[src/design/btpc_pkg.sv]
// Shared types and constants for the balanced-tree path/copath walker.
package btpc_pkg;

  // Width of the leaf-count register as seen on the configuration port
  localparam int CFG_W    = 17;
  localparam int PADDR_W  = 3;
  localparam int PDATA_W  = 32;
  localparam int STATUS_W = 2;

  // Register offsets, by index in bits [PADDR_W-1:2] of paddr
  localparam logic REG_LEAF_COUNT = 1'b0;

  typedef enum logic [STATUS_W-1:0] {
    STATUS_STEP    = 2'd0,
    STATUS_OUTSIDE = 2'd1,
    STATUS_SINGLE  = 2'd2
  } status_t;

  typedef enum logic [1:0] {
    BK_IDLE,
    BK_UP,
    BK_SIB,
    BK_EMIT
  } back_state_t;

endpackage

[src/design/btpc_if.sv]
// Channel interfaces: leaf requests in, path/copath results out.
interface btpc_in_if #(
  parameter int PW = 16
) ();
  logic          valid;
  logic          ready;
  logic [PW-1:0] leaf_position;

  modport source (output valid, output leaf_position, input ready);
  modport sink   (input valid, input leaf_position, output ready);
endinterface

interface btpc_out_if #(
  parameter int NW = 17
) ();
  logic                          valid;
  logic                          ready;
  logic [NW-1:0]                 path_node;
  logic [NW-1:0]                 copath_node;
  logic [btpc_pkg::STATUS_W-1:0] status;
  logic                          last;

  modport source (output valid, output path_node, output copath_node, output status,
                  output last, input ready);
  modport sink   (input valid, input path_node, input copath_node, input status,
                  input last, output ready);
endinterface

[src/design/balanced_tree_path_copath_core.sv]
// Top level of the balanced-tree direct path / copath walker.
//
// Usage: write leaf_count over the APB port (offset 0x0, bits [16:0]); a value of
// zero reads as one leaf, a value above 2^LOG_MAX_LEAVES is clamped to it.
// Send a leaf position on in_ch; the block returns one beat on out_ch per
// ancestor from that leaf up to the root: path_node, copath_node, status and
// last, with last set on the final beat of the item. A position outside the
// tree returns one beat with status "outside"; a one-leaf tree returns one
// beat with status "single". Node fields are zero on those beats.
// Flow: the front classifies a request in the cycle it is accepted and
// parks it in a two-entry command queue, so up to two requests wait while the
// walker is busy. The walker picks up a command, then per level probes the
// parent (once more for each missing ancestor skipped), probes the sibling
// when the sibling is on the right, and loads the output register.
// Reset: leaf_count returns to 1, the queue and output register empty.
// Stall: a beat holds in the output register until out_ch.ready; the walker
// then halts and the queue keeps accepting until full.
module balanced_tree_path_copath_core #(
  parameter int LOG_MAX_LEAVES = 16
) (
  input  logic                           clk,
  input  logic                           rst,
  input  logic                           psel,
  input  logic                           penable,
  input  logic                           pwrite,
  input  logic [btpc_pkg::PADDR_W-1:0]   paddr,
  input  logic [btpc_pkg::PDATA_W-1:0]   pwdata,
  output logic [btpc_pkg::PDATA_W-1:0]   prdata,
  output logic                           pready,
  btpc_in_if.sink                        in_ch,
  btpc_out_if.source                     out_ch
);

  localparam int PW    = LOG_MAX_LEAVES;
  localparam int NW    = PW + 1;
  localparam int CMD_W = NW + btpc_pkg::STATUS_W;

  logic [btpc_pkg::CFG_W-1:0] leaf_count;  // as written, for read back
  logic [NW-1:0]              leaf_n;      // clamped leaf count
  logic                       cfg_wr;
  logic [31:0]                wr_val;
  logic [31:0]                cap;
  logic [31:0]                eff_val;
  logic [NW-1:0]              count;
  logic [NW-1:0]              root;

  logic                       q_push;
  logic [CMD_W-1:0]           q_din;
  logic                       q_full;
  logic                       q_pop;
  logic                       q_valid;
  logic [CMD_W-1:0]           q_dout;

  // APB register file: one register, writes complete in the access phase
  assign pready = 1'b1;
  assign cfg_wr = psel && penable && pwrite && (paddr[2] == btpc_pkg::REG_LEAF_COUNT);
  assign prdata = btpc_pkg::PDATA_W'(leaf_count);

  // Clamp the written value into 1 .. 2^LOG_MAX_LEAVES
  assign wr_val = 32'(pwdata[btpc_pkg::CFG_W-1:0]);
  assign cap    = 32'(1) << LOG_MAX_LEAVES;

  always_comb begin
    if (wr_val == '0) begin
      eff_val = 32'(1);
    end else if (wr_val > cap) begin
      eff_val = cap;
    end else begin
      eff_val = wr_val;
    end
  end

  always_ff @(posedge clk) begin
    if (rst) begin
      leaf_count <= btpc_pkg::CFG_W'(1);
      leaf_n     <= NW'(1);
    end else if (cfg_wr) begin
      leaf_count <= pwdata[btpc_pkg::CFG_W-1:0];
      leaf_n     <= eff_val[NW-1:0];
    end
  end

  // Node count 2n-1 and root 2^d-1 (smear the bits of n-1 downward)
  assign count = NW'({leaf_n, 1'b0} - (NW + 1)'(1));

  always_comb begin
    root = leaf_n - NW'(1);
    for (int s = 1; s < NW; s = s * 2) begin
      root = root | (root >> s);
    end
  end

  btpc_front #(
    .PW    (PW),
    .NW    (NW),
    .CMD_W (CMD_W)
  ) u_front (
    .in_ch  (in_ch),
    .leaf_n (leaf_n),
    .q_full (q_full),
    .q_push (q_push),
    .q_cmd  (q_din)
  );

  btpc_queue #(
    .WIDTH (CMD_W),
    .DEPTH (2)
  ) u_queue (
    .clk   (clk),
    .rst   (rst),
    .push  (q_push),
    .din   (q_din),
    .full  (q_full),
    .pop   (q_pop),
    .valid (q_valid),
    .dout  (q_dout)
  );

  btpc_back #(
    .NW    (NW),
    .CMD_W (CMD_W)
  ) u_back (
    .clk     (clk),
    .rst     (rst),
    .q_valid (q_valid),
    .q_cmd   (q_dout),
    .q_pop   (q_pop),
    .count   (count),
    .root    (root),
    .out_ch  (out_ch)
  );

  // Error and single-leaf beats always close their item
  a_special_is_last: assert property (@(posedge clk) disable iff (rst)
    (out_ch.valid && (out_ch.status != btpc_pkg::STATUS_STEP)) |-> out_ch.last)
    else $error("special-status beat without last");

  // Every walk beat names nodes that exist in the tree
  a_nodes_in_tree: assert property (@(posedge clk) disable iff (rst)
    (out_ch.valid && (out_ch.status == btpc_pkg::STATUS_STEP)) |->
      ((out_ch.path_node < count) && (out_ch.copath_node < count)))
    else $error("walk beat names a node outside the tree");

  // The final walk beat is the root
  a_last_is_root: assert property (@(posedge clk) disable iff (rst)
    (out_ch.valid && out_ch.last && (out_ch.status == btpc_pkg::STATUS_STEP)) |->
      (out_ch.path_node == root))
    else $error("walk ended below the root");

  // The walker pops only a command that is there
  a_pop_valid: assert property (@(posedge clk) disable iff (rst)
    q_pop |-> q_valid)
    else $error("command queue popped while empty");

endmodule

[src/design/btpc_queue.sv]
// Small FIFO of classified commands between front and back.
module btpc_queue #(
  parameter int WIDTH = 19,
  parameter int DEPTH = 2
) (
  input  logic             clk,
  input  logic             rst,
  input  logic             push,
  input  logic [WIDTH-1:0] din,
  output logic             full,
  input  logic             pop,
  output logic             valid,
  output logic [WIDTH-1:0] dout
);

  localparam int AW = (DEPTH > 1) ? $clog2(DEPTH) : 1;
  localparam int CW = $clog2(DEPTH + 1);

  logic [WIDTH-1:0] mem [DEPTH];
  logic [AW-1:0]    wr_ptr;
  logic [AW-1:0]    rd_ptr;
  logic [CW-1:0]    fill;

  function automatic logic [AW-1:0] ptr_inc(input logic [AW-1:0] p);
    ptr_inc = (p == AW'(DEPTH - 1)) ? '0 : p + AW'(1);
  endfunction

  assign full  = (fill == CW'(DEPTH));
  assign valid = (fill != '0);
  assign dout  = mem[rd_ptr];

  always_ff @(posedge clk) begin
    if (push) begin
      mem[wr_ptr] <= din;
    end
  end

  always_ff @(posedge clk) begin
    if (rst) begin
      wr_ptr <= '0;
      rd_ptr <= '0;
      fill   <= '0;
    end else begin
      if (push) begin
        wr_ptr <= ptr_inc(wr_ptr);
      end
      if (pop) begin
        rd_ptr <= ptr_inc(rd_ptr);
      end
      if (push && !pop) begin
        fill <= fill + CW'(1);
      end else if (pop && !push) begin
        fill <= fill - CW'(1);
      end
    end
  end

endmodule

[src/design/btpc_front.sv]
// Front end: accept leaf requests and classify them into walk commands.
module btpc_front #(
  parameter int PW    = 16,
  parameter int NW    = PW + 1,
  parameter int CMD_W = NW + btpc_pkg::STATUS_W
) (
  btpc_in_if.sink          in_ch,
  input  logic [NW-1:0]    leaf_n,
  input  logic             q_full,
  output logic             q_push,
  output logic [CMD_W-1:0] q_cmd
);

  btpc_pkg::status_t kind;
  logic [NW-1:0]     start_node;

  assign in_ch.ready = !q_full;
  assign q_push      = in_ch.valid && !q_full;
  assign start_node  = {in_ch.leaf_position, 1'b0};

  always_comb begin
    if (NW'(in_ch.leaf_position) >= leaf_n) begin
      kind = btpc_pkg::STATUS_OUTSIDE;
    end else if (leaf_n == NW'(1)) begin
      kind = btpc_pkg::STATUS_SINGLE;
    end else begin
      kind = btpc_pkg::STATUS_STEP;
    end
  end

  assign q_cmd = {kind, start_node};

endmodule

[src/design/btpc_back.sv]
// Back end: climb from the start leaf to the root and emit one beat per level.
module btpc_back #(
  parameter int NW    = 17,
  parameter int CMD_W = NW + btpc_pkg::STATUS_W
) (
  input  logic             clk,
  input  logic             rst,
  input  logic             q_valid,
  input  logic [CMD_W-1:0] q_cmd,
  output logic             q_pop,
  input  logic [NW-1:0]    count,
  input  logic [NW-1:0]    root,
  btpc_out_if.source       out_ch
);

  localparam int LW = $clog2(NW + 1);

  btpc_pkg::back_state_t state, state_next;
  btpc_pkg::status_t     kind, kind_next;
  logic [NW-1:0]         cur, cur_next;
  logic [NW-1:0]         node, node_next;
  logic [NW-1:0]         sib, sib_next;
  logic [LW-1:0]         lvl, lvl_next;
  logic [LW-1:0]         slvl, slvl_next;

  logic                  ovalid;
  logic                  o_load;
  logic                  o_last;
  logic [NW-1:0]         opath;
  logic [NW-1:0]         ocopath;
  btpc_pkg::status_t     ostatus;
  logic                  olast;
  logic                  slot_free;

  function automatic logic [NW-1:0] bit_at(input logic [LW-1:0] k);
    bit_at = NW'(1) << k;
  endfunction

  // Set bit k, clear bit k+1: the parent candidate one level up
  function automatic logic [NW-1:0] up_step(input logic [NW-1:0] x,
                                            input logic [LW-1:0] k);
    logic [LW-1:0] k1;
    k1      = k + LW'(1);
    up_step = (x | bit_at(k)) & ~bit_at(k1);
  endfunction

  assign slot_free = !ovalid || out_ch.ready;
  assign o_last    = (kind != btpc_pkg::STATUS_STEP) || (node == root);

  always_ff @(posedge clk) begin
    if (rst) begin
      state <= btpc_pkg::BK_IDLE;
    end else begin
      state <= state_next;
    end
  end

  always_ff @(posedge clk) begin
    kind <= kind_next;
    cur  <= cur_next;
    node <= node_next;
    sib  <= sib_next;
    lvl  <= lvl_next;
    slvl <= slvl_next;
  end

  always_comb begin
    state_next = state;
    kind_next  = kind;
    cur_next   = cur;
    node_next  = node;
    sib_next   = sib;
    lvl_next   = lvl;
    slvl_next  = slvl;
    q_pop      = 1'b0;
    o_load     = 1'b0;
    unique case (state)
      btpc_pkg::BK_IDLE: begin
        if (q_valid) begin
          q_pop     = 1'b1;
          kind_next = btpc_pkg::status_t'(q_cmd[CMD_W-1:NW]);
          if (btpc_pkg::status_t'(q_cmd[CMD_W-1:NW]) == btpc_pkg::STATUS_STEP) begin
            cur_next   = q_cmd[NW-1:0];
            node_next  = up_step(q_cmd[NW-1:0], '0);
            lvl_next   = LW'(1);
            state_next = btpc_pkg::BK_UP;
          end else begin
            node_next  = '0;
            sib_next   = '0;
            state_next = btpc_pkg::BK_EMIT;
          end
        end
      end
      btpc_pkg::BK_UP: begin
        if (node >= count) begin
          node_next = up_step(node, lvl);
          lvl_next  = lvl + LW'(1);
        end else if (cur < node) begin
          sib_next   = node + bit_at(lvl - LW'(1));
          slvl_next  = lvl - LW'(1);
          state_next = btpc_pkg::BK_SIB;
        end else begin
          sib_next   = node - bit_at(lvl - LW'(1));
          state_next = btpc_pkg::BK_EMIT;
        end
      end
      btpc_pkg::BK_SIB: begin
        if ((sib >= count) && (slvl != '0)) begin
          sib_next  = sib - bit_at(slvl - LW'(1));
          slvl_next = slvl - LW'(1);
        end else begin
          state_next = btpc_pkg::BK_EMIT;
        end
      end
      btpc_pkg::BK_EMIT: begin
        if (slot_free) begin
          o_load = 1'b1;
          if (o_last) begin
            state_next = btpc_pkg::BK_IDLE;
          end else begin
            cur_next   = node;
            node_next  = up_step(node, lvl);
            lvl_next   = lvl + LW'(1);
            state_next = btpc_pkg::BK_UP;
          end
        end
      end
      default: begin
        state_next = btpc_pkg::BK_IDLE;
      end
    endcase
  end

  always_ff @(posedge clk) begin
    if (rst) begin
      ovalid <= 1'b0;
    end else if (o_load) begin
      ovalid <= 1'b1;
    end else if (out_ch.ready) begin
      ovalid <= 1'b0;
    end
  end

  always_ff @(posedge clk) begin
    if (o_load) begin
      opath   <= node;
      ocopath <= sib;
      ostatus <= kind;
      olast   <= o_last;
    end
  end

  assign out_ch.valid       = ovalid;
  assign out_ch.path_node   = opath;
  assign out_ch.copath_node = ocopath;
  assign out_ch.status      = ostatus;
  assign out_ch.last        = olast;

endmodule

[src/flat_wrapper.sv]
// flat-port wrapper written by rule: the top's interface ports become plain ports
module balanced_tree_path_copath_core_flat 
#(
  parameter int LOG_MAX_LEAVES = 16
)
  (clk, rst, psel, penable, pwrite, paddr, pwdata, prdata, pready, in_ch_valid, in_ch_leaf_position, in_ch_ready, out_ch_valid, out_ch_path_node, out_ch_copath_node, out_ch_status, out_ch_last, out_ch_ready);
  btpc_in_if #(.PW(16)) in_ch_i ();
  btpc_out_if #(.NW(17)) out_ch_i ();
  input  logic clk;
  input  logic rst;
  input  logic psel;
  input  logic penable;
  input  logic pwrite;
  input  logic [btpc_pkg::PADDR_W-1:0] paddr;
  input  logic [btpc_pkg::PDATA_W-1:0] pwdata;
  output logic [btpc_pkg::PDATA_W-1:0] prdata;
  output logic pready;
  input wire logic [$bits(in_ch_i.valid)-1:0] in_ch_valid;
  input wire logic [$bits(in_ch_i.leaf_position)-1:0] in_ch_leaf_position;
  output wire logic [$bits(in_ch_i.ready)-1:0] in_ch_ready;
  output wire logic [$bits(out_ch_i.valid)-1:0] out_ch_valid;
  output wire logic [$bits(out_ch_i.path_node)-1:0] out_ch_path_node;
  output wire logic [$bits(out_ch_i.copath_node)-1:0] out_ch_copath_node;
  output wire logic [$bits(out_ch_i.status)-1:0] out_ch_status;
  output wire logic [$bits(out_ch_i.last)-1:0] out_ch_last;
  input wire logic [$bits(out_ch_i.ready)-1:0] out_ch_ready;
  assign in_ch_i.valid = in_ch_valid;
  assign in_ch_i.leaf_position = in_ch_leaf_position;
  assign in_ch_ready = in_ch_i.ready;
  assign out_ch_valid = out_ch_i.valid;
  assign out_ch_path_node = out_ch_i.path_node;
  assign out_ch_copath_node = out_ch_i.copath_node;
  assign out_ch_status = out_ch_i.status;
  assign out_ch_last = out_ch_i.last;
  assign out_ch_i.ready = out_ch_ready;
  balanced_tree_path_copath_core #(.LOG_MAX_LEAVES(LOG_MAX_LEAVES)) u_core (.clk(clk), .rst(rst), .psel(psel), .penable(penable), .pwrite(pwrite), .paddr(paddr), .pwdata(pwdata), .prdata(prdata), .pready(pready), .in_ch(in_ch_i), .out_ch(out_ch_i));
endmodule
[config.mk]
export PLATFORM = sky130hd
export DESIGN_NAME = balanced_tree_path_copath_core_flat
export DESIGN_NICKNAME = d
export VERILOG_FILES = /design/src/design/btpc_pkg.sv /design/src/design/btpc_if.sv /design/src/design/balanced_tree_path_copath_core.sv /design/src/design/btpc_queue.sv /design/src/design/btpc_front.sv /design/src/design/btpc_back.sv /design/src/flat_wrapper.sv
export SDC_FILE = /design/constraint.sdc
export NUM_CORES = 1
export LEC_CHECK = 0
export BUFFER_PORTS_ARGS = -buffer_cell sky130_fd_sc_hd__buf_2
export CAP_MARGIN = 10
export CORE_MARGIN = 2
export CORE_UTILIZATION = 60
export DETAILED_ROUTE_END_ITERATION = 8
export PLACE_DENSITY = 0.84
export SLEW_MARGIN = 30
export SYNTH_ARGS = -nofsm -noshare
export SYNTH_HDL_FRONTEND = slang
export SYNTH_SLANG_ARGS = --single-unit
export TNS_END_PERCENT = 10
[constraint.sdc]
create_clock -name clk -period 5.56 [get_ports clk]
set_input_delay 0.278 -clock clk [delete_from_list [all_inputs] [get_ports clk]]
set_output_delay 0.278 -clock clk [all_outputs]
set_load 0.02 [all_outputs]
==> results of run 1 <==
## critical path: cells and delay by family, from the launching register on
kind            cells  cell delay (ns)
compound gates     12             2.77
flops               1             0.40
fa+ha+maj           2             0.51
buf+inv             2             0.35
mux                 1             0.13
simple gates        4             0.85
## metal layers
layer / global-route usage [%] / part of all wire, % / up-vias
met1: 42.0 / 41 / 4712
met5: 0 / 0 / -
li1: - / - / 4683
met2: 51.6 / 47 / 533
met4: 10.0 / 2.5 / 0
met3: 6.46 / 9.5 / 70
## power by group
part | leakage [nW] | total [mW] | internal (mW) | switching [mW]
Clock | 0.294 | 1.25 | 0.651 | 0.603
Combinational | 3.51 | 5.26 | 2.13 | 3.13
Sequential | 1.63 | 2.25 | 1.97 | 0.279
## kinds of logic after synthesis
logic type,Yosys count,synth area share [%]
AO/OA/AOI/OAI,303,16.9
XOR/XNOR,66,4.88
adder cells (fa/ha/maj),122,13.0
buffers and inverters,122,4.46
flip-flops,178,41.5
multiplexers,25,2.28
other,2,0.0633
AND/OR/NAND/NOR,396,16.9
## path summary, 6_finish.rpt
| check | startpoint | end | slack, ns | depth (start not counted) |
|---|---|---|---|---|
| worst max register to register | u_core.u_back.node[11] | u_core.u_back.sib[15] | 0.29 | 21 |
| worst max-delay path | u_core.u_back.node[11] | u_core.u_back.sib[15] | 0.29 | 21 |
| worst min-delay path | in_ch_leaf_position[13] | u_core.u_queue.mem[0][13] | 0.05 | 1 |
| worst min register to register | u_core.leaf_count[8] | u_core.leaf_count[8] | 0.45 | 2 |
## final cells by class
class                      instances  area (µm²)
inverter                          58         218
tap                              265         332
fill                            1482        5980
multi-input combinational        928        6500
clock buffer                      17         425
clock inverter                    15         188
timing repair buffer             140         831
sequential                       178        4920
## through the flow
step / util (%) / std cells / cell area [µm²]
after floorplan: - / 1228 / 11900
after global placement: 65.6 / 1565 / 12700
after detailed placement: 65.7 / 1566 / 12800
after CTS: 68.9 / 1598 / 13400
after global routing: 69.2 / 1601 / 13400
final: 69.2 / 1601 / 13400
## synth_stat cells, types with 9 or more instances
cell	number
a211oi_1	20
a21o_1	40
a21oi_1	89
a22oi_1	26
and2_1	11
and3_1	11
buf_4	16
clkbuf_1	38
dfxtp_1	42
edfxtp_1	136
ha_1	119
inv_1	58
mux2_2	16
mux2i_1	9
nand2_1	110
nand2b_1	16
nand3_1	30
nor2_1	95
nor2b_1	23
nor3_1	24
nor4_1	17
o21ai_0	47
or3_1	11
xnor2_1	39
xor2_1	27
## state kept, by name (all words and copies together) (netlist names), 17 cells and up, named ones only
signal,flops
u_core.leaf_n,17
u_core.u_back.cur,17
u_core.leaf_count,17
u_core.u_queue.mem,36
u_core.u_back.sib,17
u_core.u_back.node,17
u_core.u_back.out_ch.path_node,17
u_core.u_back.out_ch.copath_node,17
## repair_timing
item / in CTS / in global routing
buffers inserted: 0 / 3
gates resized for setup: 0 / 6
setup endpoints to repair: 0 / 5
==> results.toml, run 1 <==
[clock_tree]
cts_tree = "built"
root_buffer = "clkbuf_16"
htree_levels = 4
path_clk_slew_ns = 0.08
clk_latency_ns = 0.44
cts_hold_buf = 0
cts_buffers = 17
cts.path.max_buffers = 2
cts_sinks = 178

[cells_and_area]
n_antenna_cell = 0
final_common_cell = "edfxtp_1"
final_cell_mix = "edfxtp_1, ha_1, nand2_1"
areaGrowthSynthToFinish_pct = 13.2
drive_above_1_share_pct = 16.1
final_nets = 1502

[grt]
grt_overflow = 0
antenna_found_initial = 0
grt_util_all_layers_pct = 31.4
grt_pass1_wl_um = 50200
grt_pass1_vias = 9370
grt_max_degree = 44

[setup_path]
crit_path_start_kind = "flop"
worst_ep_required_time_ns = 5.73
cpMaxStageDelayCell = "or4_1"
crit_chain = "inv_1 > ha_1 > a21o_1 > a211o_1 > a2111oi_2 > o31ai_1 > a221oi_1 > buf_4 > nor2_1 > a21oi_2 > ha_1 > nor2b_1 > o21ai_0 > nand2b_1 > a21o_1 > a31o_2 > a211oi_2 > a21oi_1 > a41o_1 > mux2i_1 > or4_1"
crit_arrival_ns = 5.44
crit_path_max_incr_delay_ns = 0.52
cp_max_fo = 5
end_kind = "flop"
critPathKind = "reg -> reg"

[placed_design]
dp_hpwl_um = 24100
gp_congestion = 0.957
pre_cts_ws_ns = 0.0984
portBuffers = 96

[timing]
skew_ns = 0.0150
period_needed_ns = 5.27
setup_ws_ns = 0.291
fmax_ghz = 0.190
holdWs_ns = 0.0477
rsz0062_at_grt = "no"
fin_setup_tns_ns = 0
max_slew_margin_pct = 37.9
worst_slew_pin_slew_ns = 0.926
drv_slew = 0
hold_viol = 0
post-route-period-util_pct = 94.8
setup_viol = 0

[logic_synthesis]
yosysSeqAreaShare_pct = 41.5
synth_top_area_share_pct = 34.4
synth-main-ff-cell = "edfxtp_1"
yosys-top-cells-area = "edfxtp_1, ha_1, dfxtp_1"
ys_ff_latch = 178
synth-edff-count = 136
yosysWarningCount = 0
async_flop_share_pct = 0
netlist-cell-type-count = 79
netlist_instances = 1214
netlist_area_um2 = 11900
synth_area_leader_cell = "edfxtp_1"
syn_avg_cell_area_um2 = 9.77

[detailed_routing]
wl_um = 32100
postRouteAntennaNets = 0
wl_per_cell_um = 20.1
first_pass_iters = 6
drt_iter0_markers = 1035
vias = 9998
drc = 0
avgViaCountPerCell = 6.24

[pwr]
total_power_mw = 8.77
p_leak_nw = 5.44
max-vdd-ir-drop_uv = 346
p_per_area_nw_per_um2 = 654

[floorplan]
core_area_um2 = 19400
io_pins = 130
die_w_um = 145
fp.dieArea_um2 = 20900
initial_utilization_pct = 61.1
num_rows = 51
die_h_um = 145

[status]
outcome = "finished clean"

[worst_hold_path]
hp-class = "in -> reg"

[flow_run]
drv_cap = 0
Note: power is estimated with default switching activity, not from simulation.
==> inputs of run 2 (changes only) <==
--- a/config.mk
+++ b/config.mk
@@ -7,8 +7,10 @@
 export LEC_CHECK = 0
 export BUFFER_PORTS_ARGS = -buffer_cell sky130_fd_sc_hd__buf_2
 export CAP_MARGIN = 10
+export CELL_PAD_IN_SITES_DETAIL_PLACEMENT = 2
+export CELL_PAD_IN_SITES_GLOBAL_PLACEMENT = 2
 export CORE_MARGIN = 2
-export CORE_UTILIZATION = 60
+export CORE_UTILIZATION = 38
 export DETAILED_ROUTE_END_ITERATION = 8
 export PLACE_DENSITY = 0.84
 export SLEW_MARGIN = 30
==> run 2 against run 1 <==
Effect of this change: sequential power about the same; via count up 3.5%; cell area up 1.2%; first-iteration DRC count down 26%; non-clock buffer count up 5; fmax down 0.81%; largest power group unchanged; combinational power up 12%; flip-flop and latch count unchanged; worst setup slack worse by 0.043 ns; clock skew down 0.0031 ns.
==> results.toml, run 2 (synthesis results as in run 1) <==
[cells_and_area]
areaGrowthSynthToFinish_pct = 14.6
n_antenna_cell = 0
final_nets = 1507
largest_reg_flops = 36
drive_above_1_share_pct = 16.3
fillCellCount = 3305
regMostFlops = "u_core.u_queue.mem"
final_cell_mix = "edfxtp_1, ha_1, nand2_1"
final_common_cell = "edfxtp_1"
register_area_um2 = 4920
multi_input_area_um2 = 6520

[timing]
skew_ns = 0.0119
setup_viol = 0
max_slew_margin_pct = 35.9
fmax_ghz = 0.188
drv_slew = 0
hold_viol = 0
setup_ws_ns = 0.248
worst_slew_pin_slew_ns = 0.955
period_needed_ns = 5.31
post-route-period-util_pct = 95.5
rsz0062_at_grt = "yes"
holdWs_ns = 0.0789

[flow_run]
drv_cap = 0

[clock_tree]
htree_levels = 4
cts_sinks = 178
root_buffer = "clkbuf_16"
cts_tree = "built"
cts_buffers = 17
clk_latency_ns = 0.45
cts_hold_buf = 0
path_clk_slew_ns = 0.08
cts.path.max_buffers = 2

[grt]
grt_max_degree = 44
antenna_found_initial = 0
grt_pass1_wl_um = 68000
grt_overflow = 0
grt_pass1_vias = 11200
grt_util_all_layers_pct = 27.0

[pwr]
total_power_mw = 9.39
p_per_area_nw_per_um2 = 691
max-vdd-ir-drop_uv = 298
p_leak_nw = 5.44

[placed_design]
pre_cts_ws_ns = 0.0458
dp_hpwl_um = 33000
gp_congestion = 0.871
portBuffers = 96

[detailed_routing]
drt_iter0_markers = 763
postRouteAntennaNets = 0
wl_per_cell_um = 25.5
first_pass_iters = 5
avgViaCountPerCell = 5.96
wl_um = 44300
vias = 10300
drc = 0

[setup_path]
cpMaxStageDelayCell = "or4_1"
end_kind = "flop"
cp_max_fo = 12
critPathKind = "reg -> reg"
crit_path_start_kind = "flop"
worst_ep_required_time_ns = 5.75
crit_path_max_incr_delay_ns = 0.52
crit_chain = "inv_1 > ha_1 > a21o_1 > a211o_1 > a2111oi_2 > o31ai_2 > a221oi_2 > buf_6 > nor2_1 > a21oi_1 > ha_1 > nor2b_1 > o21ai_0 > nand2b_1 > a21o_1 > a31o_2 > a211oi_4 > a21oi_1 > a41o_1 > mux2i_1 > or4_1"
crit_arrival_ns = 5.51

[floorplan]
fp.dieArea_um2 = 32600
num_rows = 64
core_area_um2 = 30700
initial_utilization_pct = 38.7
io_pins = 130
die_w_um = 181
die_h_um = 181

[worst_hold_path]
hp-class = "in -> reg"

[status]
outcome = "finished clean"
==> run 2: where the power goes <==
part | leakage, nW | switching (mW) | internal, mW
clock network | 0.268 | 0.597 | 0.627
logic | 3.54 | 3.75 | 2.15
registers | 1.63 | 0.289 | 1.98
==> run 2: per-layer routing <==
metal	track usage, %	vias to the layer above	routed length [µm]
met2	48.3	303	22400
met4	12.1	0	1950
met3	3.62	111	1630
li1	-	4676	-
met1	32.1	5255	18300
met5	0	-	0
==> run 2: what timing repair did <==
| action | CTS | global route |
|---|---|---|
| gates resized for setup | 1 | 9 |
| setup buffers | 0 | 0 |
| endpoints found under the hold margin | 0 | 0 |
| setup endpoints to repair | 1 | 5 |
==> run 2: area by class of cell <==
class | instances | share of cell area, %
Clock buffer | 19 | 3.19
Multi-Input combinational cell | 928 | 48.0
Clock inverter | 13 | 0.930
Tap cell | 396 | 3.65
Timing Repair Buffer | 145 | 6.42
Sequential cell | 178 | 36.3
Inverter | 58 | 1.60
==> run 2: path summary, 6_finish.rpt <==
path              slack (ns)  depth (start not counted)                        end                    start
hold / removal          0.08                          1  u_core.u_queue.mem[1][12]  in_ch_leaf_position[12]
setup reg to reg        0.25                         21      u_core.u_back.sib[15]   u_core.u_back.node[11]
hold reg to reg         0.46                          2       u_core.leaf_count[3]     u_core.leaf_count[3]
setup / recovery        0.25                         21      u_core.u_back.sib[15]   u_core.u_back.node[11]
==> run 2: worst max-delay path: cells and delay by family (launching register included) <==
family	cells	cell delay, ns
compound gates	12	2.90
simple gates	4	0.83
fa+ha+maj	2	0.51
flops	1	0.40
buf+inv	2	0.31
mux	1	0.13
==> run 2: metrics by stage <==
step | TNS [ns] | instances | utilization [%] | cell area (µm²)
6_report | 0 | 1737 | 44.3 | 13600
5_1_grt | -0.172 | 1737 | 44.3 | 13600
4_1_cts | 0 | 1737 | 44.2 | 13500
3_5_place_dp | 0 | 1705 | 42.3 | 13000
3_3_place_gp | 0 | 1704 | 42.2 | 12900
2_1_floorplan | 0 | 1228 | - | 11900
